`src/design/fsa_pkg.sv`:
```
// ----------------------------------------------------------------------------
// fsa_pkg
// Shared types and constants for the Fubini-Study angle block.
// ----------------------------------------------------------------------------
package fsa_pkg;

    localparam int AccW       = 44;
    localparam int MaxLength  = 4096;
    localparam int CntW       = 13;
    localparam int CordicN    = 18;
    localparam int ZW         = 22;
    localparam logic [15:0] AngleMax = 16'd51472;

    typedef struct packed {
        logic signed [15:0] v_real;
        logic signed [15:0] v_imag;
        logic signed [15:0] w_real;
        logic signed [15:0] w_imag;
        logic               last;
    } t_in_word;

    typedef struct packed {
        logic [15:0] angle;
        logic        degenerate;
    } t_out_word;

    typedef enum logic [3:0] {
        ST_ACC,
        ST_MUL,
        ST_DIV,
        ST_SQRT_C,
        ST_SQRT_S,
        ST_CORDIC,
        ST_OUT
    } t_state;

    // arctangent of 2^-i in Q.20
    function automatic logic [ZW-1:0] atan_q20(input logic [4:0] idx);
        case (idx)
            5'd0:  atan_q20 = 22'd823550;
            5'd1:  atan_q20 = 22'd486170;
            5'd2:  atan_q20 = 22'd256879;
            5'd3:  atan_q20 = 22'd130396;
            5'd4:  atan_q20 = 22'd65451;
            5'd5:  atan_q20 = 22'd32757;
            5'd6:  atan_q20 = 22'd16383;
            5'd7:  atan_q20 = 22'd8192;
            5'd8:  atan_q20 = 22'd4096;
            5'd9:  atan_q20 = 22'd2048;
            5'd10: atan_q20 = 22'd1024;
            5'd11: atan_q20 = 22'd512;
            5'd12: atan_q20 = 22'd256;
            5'd13: atan_q20 = 22'd128;
            5'd14: atan_q20 = 22'd64;
            5'd15: atan_q20 = 22'd32;
            5'd16: atan_q20 = 22'd16;
            5'd17: atan_q20 = 22'd8;
            default: atan_q20 = '0;
        endcase
    endfunction

endpackage

```
`src/design/fsa_mul.sv`:
```
// ----------------------------------------------------------------------------
// fsa_mul
// Shared 44x44 unsigned multiplier, 22x22 partial products, one per cycle.
// ----------------------------------------------------------------------------
module fsa_mul
    import fsa_pkg::*;
(
    input  logic                 i_clk,
    input  logic                 i_rst_n,
    input  logic                 i_start,
    input  logic [AccW-1:0]      i_a,
    input  logic [AccW-1:0]      i_b,
    output logic                 o_done,
    output logic [2*AccW-1:0]    o_p
);
    localparam int HW = AccW / 2;

    logic [AccW-1:0]   r_a, r_b;
    logic [2:0]        r_step;
    logic              r_busy;
    logic [2*AccW-1:0] r_p;
    logic [HW-1:0]     w_x, w_y;
    logic [2*HW-1:0]   w_pp;
    logic [2*AccW-1:0] w_sh;

    // pick halves for this step
    always_comb begin
        w_x  = r_step[1] ? r_a[AccW-1:HW] : r_a[HW-1:0];
        w_y  = r_step[0] ? r_b[AccW-1:HW] : r_b[HW-1:0];
        w_pp = w_x * w_y;
        w_sh = {{(2*AccW-2*HW){1'b0}}, w_pp}
               << (HW * ({1'b0, r_step[1]} + {1'b0, r_step[0]}));
    end

    // accumulate four partial products
    always_ff @(posedge i_clk) begin
        if (!i_rst_n) begin
            r_busy <= 1'b0;
            r_step <= '0;
            o_done <= 1'b0;
        end else begin
            o_done <= 1'b0;
            if (i_start) begin
                r_busy <= 1'b1;
                r_step <= '0;
                r_a    <= i_a;
                r_b    <= i_b;
                r_p    <= '0;
            end else if (r_busy) begin
                r_p    <= r_p + w_sh;
                r_step <= r_step + 3'd1;
                if (r_step == 3'd3) begin
                    r_busy <= 1'b0;
                    o_done <= 1'b1;
                end
            end
        end
    end

    assign o_p = r_p;
endmodule

```
`config.mk`:
```
export PLATFORM = sky130hd
export DESIGN_NAME = fsa_mul
export DESIGN_NICKNAME = d
export VERILOG_FILES = /design/src/design/fsa_pkg.sv /design/src/design/fsa_mul.sv
export SDC_FILE = /design/constraint.sdc
export NUM_CORES = 2
export LEC_CHECK = 0
export BUFFER_PORTS_ARGS = -buffer_cell sky130_fd_sc_hd__buf_2
export CORE_MARGIN = 10
export CORE_UTILIZATION = 25
export CTS_BUF_LIST = sky130_fd_sc_hd__clkbuf_8
export DETAILED_ROUTE_END_ITERATION = 12
export PLACE_DENSITY_LB_ADDON = 0.2
export SKIP_LAST_GASP = 1
export SYNTH_ARGS = -nofsm -noshare
export SYNTH_HDL_FRONTEND = slang
export SYNTH_SLANG_ARGS = --single-unit
```
`constraint.sdc`:
```
create_clock -name i_clk -period 22.9 [get_ports i_clk]
set_input_delay 6.87 -clock i_clk [delete_from_list [all_inputs] [get_ports i_clk]]
set_output_delay 6.87 -clock i_clk [all_outputs]
set_load 0.02 [all_outputs]
```
==> run_results.csv <==
group,metric,value,unit
setup_path,worstPathMaxFanout,48,
finish,n_antenna_cell,0,
global_route,gr-total-overflow,0,
sta,min_period,12.39,ns
setup_path,cp-end-kind,"flop",
drt,drt_iter0_drc,1742,
placed_design,place_congestion,0.926,
floorplan,core,118000,um^2
floorplan,placementRows,126,
clock_network,cts_tree,"yes",
global_route,grt_pass1_vias,25252,
global_route,grt_usage,0.164,
synth,yosysTopAreaCell,"fa_1",
drt,wl,109,mm
sta,fin_skew,0.0368,ns
synth,netlist_area,29500,um^2
synth,yosysWarnings,0,
synth,synth_cell_types,83,
run,cap_viol_max_count,0,
setup_path,r2r_end,"o_p[73]",
setup_path,worst-path-stages,35,
drt,drcViolationCount,0,
drt,dr.pass1.iters,5,
placed_design,port_buffers,179,
synth,syn_nets,4099,
setup_path,timing.rr.start,"r_step[1]",
setup_path,cpMostUsedCell,"fa_1",
placed_design,dp.cells,4957,
drt,vias,24331,
sta,rsz0062_at_grt,"false",
synth,avgSynthCellArea,8.79,um^2
global_route,grt_antenna_before_repair,5,
clock_network,cts-root-buf,"clkbuf_8",
clock_network,clkTransAtPathRegs,0.12,ns
setup_path,critPathCapture,"o_p[73]",
clock_network,clock-sinks,181,
setup_path,r2r_setup_slack,10.51,ns
setup_path,rr_worst_depth,35,
finish,area_growth,9.89,%
sta,timing.fmax,80.7,MHz
global_route,grt_max_degree,73,
sta,worstMarginPinSlew,1.26,ns
clock_network,ctsResizeCount,0,
clock_network,postCtsHoldBufs,0,
synth,synth_edf_count,176,
hold_path,hp-start,"r_step[2]",
setup_path,critical-path-max-stage-delay,1.10,ns
finish,fin_nets,4179,
setup_path,path_buf_inv,4,
sta,setup_violations,0,
hold_path,hold_depth,2,
sta,slew_headroom,0.138,
setup_path,arrival,12.79,ns
finish,fin_util,0.276,
clock_network,htreeDepth,4,
clock_network,clock_latency,0.67,ns
drt,ant_nets,0,
floorplan,die_w,364,um
finish,drive_gt1_frac,0.100,
floorplan,die_area,132000,um^2
sta,period_share,0.541,
synth,yosysMostFrequentCell,"nor2_1",
synth,synthTopCellsByArea,"fa_1 (27%), edfxtp_1 (18%), ha_1 (11%)",
placed_design,hpwl,89.9,mm
synth,synth-seq-cells,181,
floorplan,die_h,364,um
drt,viasPerCell,4.88,
clock_network,cts_setup_buffers,0,
status,status,"complete, no violations",
sta,finalHoldViolCount,0,
finish,final_cells,4989,
synth,postSynth.asyncResetShare,0,
setup_path,startpoint,"r_step[1]",
synth,netlist_top_cells_count,"nor2_1 (455), inv_1 (434), nand2_1 (401)",
setup_path,cp_data_required_time,23.30,ns
sta,drv_slew,0,
sta,fin_tns_setup,0,ns
setup_path,crit_type,"reg -> reg",
drt,drt-wirelength-per-cell,21.8,um
global_route,grt_pass1_wl,165,mm
floorplan,pin_count,180,
hold_path,hp-class,"reg -> reg",
floorplan,initial_utilization,0.251,
synth,syn_inst,3360,
setup_path,crit_slowest_cell,"mux2i_1",
synth,ys.flop_type,"edfxtp_1",
setup_path,worst_setup_path_start_kind,"flop",
synth,ys_seq_area_frac,0.182,
setup_path,crit_family,"adder cells",
synth,yosysTopAreaCellShare,0.270,
clock_network,numCtsBuffers,17,
clock_network,clockBufferDepth,2,
-- logic make-up after synthesis --
group,Yosys count,share of synthesized area
xor+xnor,113,0.0335
compound gates,581,0.123
flops,181,0.182
fa+ha+maj,648,0.376
simple gates,1121,0.163
mux,121,0.0455
buf+inv,595,0.0766
-- through the flow --
stage / hold slack, ns / setup slack, ns / cell area, um^2
floorplan: 0.471 / 12.31 / 29500
detailed placement: 0.487 / 10.51 / 32100
finish: 0.509 / 10.51 / 32500
global placement: 0.478 / 10.67 / 32100
CTS: 0.504 / 10.45 / 32500
global route: 0.530 / 9.85 / 32500
-- cell usage in the layout, fill, tap and decap left out, types with 12 or more instances in the layout --
| cell type | n |
|---|---|
| and3_1 | 20 |
| ha_1 | 249 |
| a31oi_1 | 18 |
| nor2b_1 | 31 |
| o22ai_1 | 24 |
| fa_1 | 398 |
| o21a_1 | 12 |
| nand2b_1 | 16 |
| nand2_1 | 401 |
| xnor2_1 | 68 |
| o21ai_0 | 122 |
| buf_4 | 43 |
| xor2_1 | 45 |
| o21bai_1 | 29 |
| a21oi_1 | 192 |
| o211ai_1 | 18 |
| clkbuf_8 | 17 |
| nor3_1 | 31 |
| buf_2 | 178 |
| a21o_1 | 52 |
| inv_1 | 436 |
| mux2_2 | 54 |
| edfxtp_1 | 176 |
| nand4_1 | 39 |
| nor2_1 | 455 |
| mux2i_1 | 48 |
| nand3_1 | 49 |
| a211oi_1 | 20 |
| and2_1 | 35 |
-- per-layer routing --
| metal | track usage | share of wire |
|---|---|---|
| met1 | 0.224 | 0.46 |
| met2 | 0.271 | 0.47 |
| met3 | 0.0285 | 0.048 |
| met4 | 0.0325 | 0.014 |
| met5 | 0 | 0.00012 |
-- registers in the layout, indices dropped and copies added, names as in the netlist --
name / cells
o_p: 88
r_a: 44
r_b: 44
r_step: 3
o_done: 1
r_busy: 1
-- worst register-to-register path, delay by kind of cell (launching register included) --
kind	cells	cell delay [ns]
multiplexers	2	1.50
buffers and inverters	4	0.23
AO/OA/AOI/OAI	10	2.89
flip-flops	1	0.90
adder cells (fa/ha/maj)	9	4.36
XOR/XNOR	1	0.37
AND/OR/NAND/NOR	9	1.88
-- final cells by class --
type,count,area [um^2]
Fill cell,12799,85100
Multi-Input combinational cell,2584,21900
Sequential cell,181,5390
Tap cell,1536,1920
Inverter,435,1630
Timing Repair Buffer,221,1210
Clock buffer,17,234
Clock inverter,15,138
-- how the worst min path moves through the flow --
stage	endpoint	slack, ns
2_1_floorplan	r_step[2]	0.47
3_3_place_gp	r_step[0]	0.48
3_5_place_dp	r_step[2]	0.49
4_1_cts	r_step[2]	0.50
5_1_grt	r_step[2]	0.53
6_report	r_step[2]	0.51
Power is not shown: default switching activity piles up to over one toggle a cycle in this logic, so the estimate is an artifact.
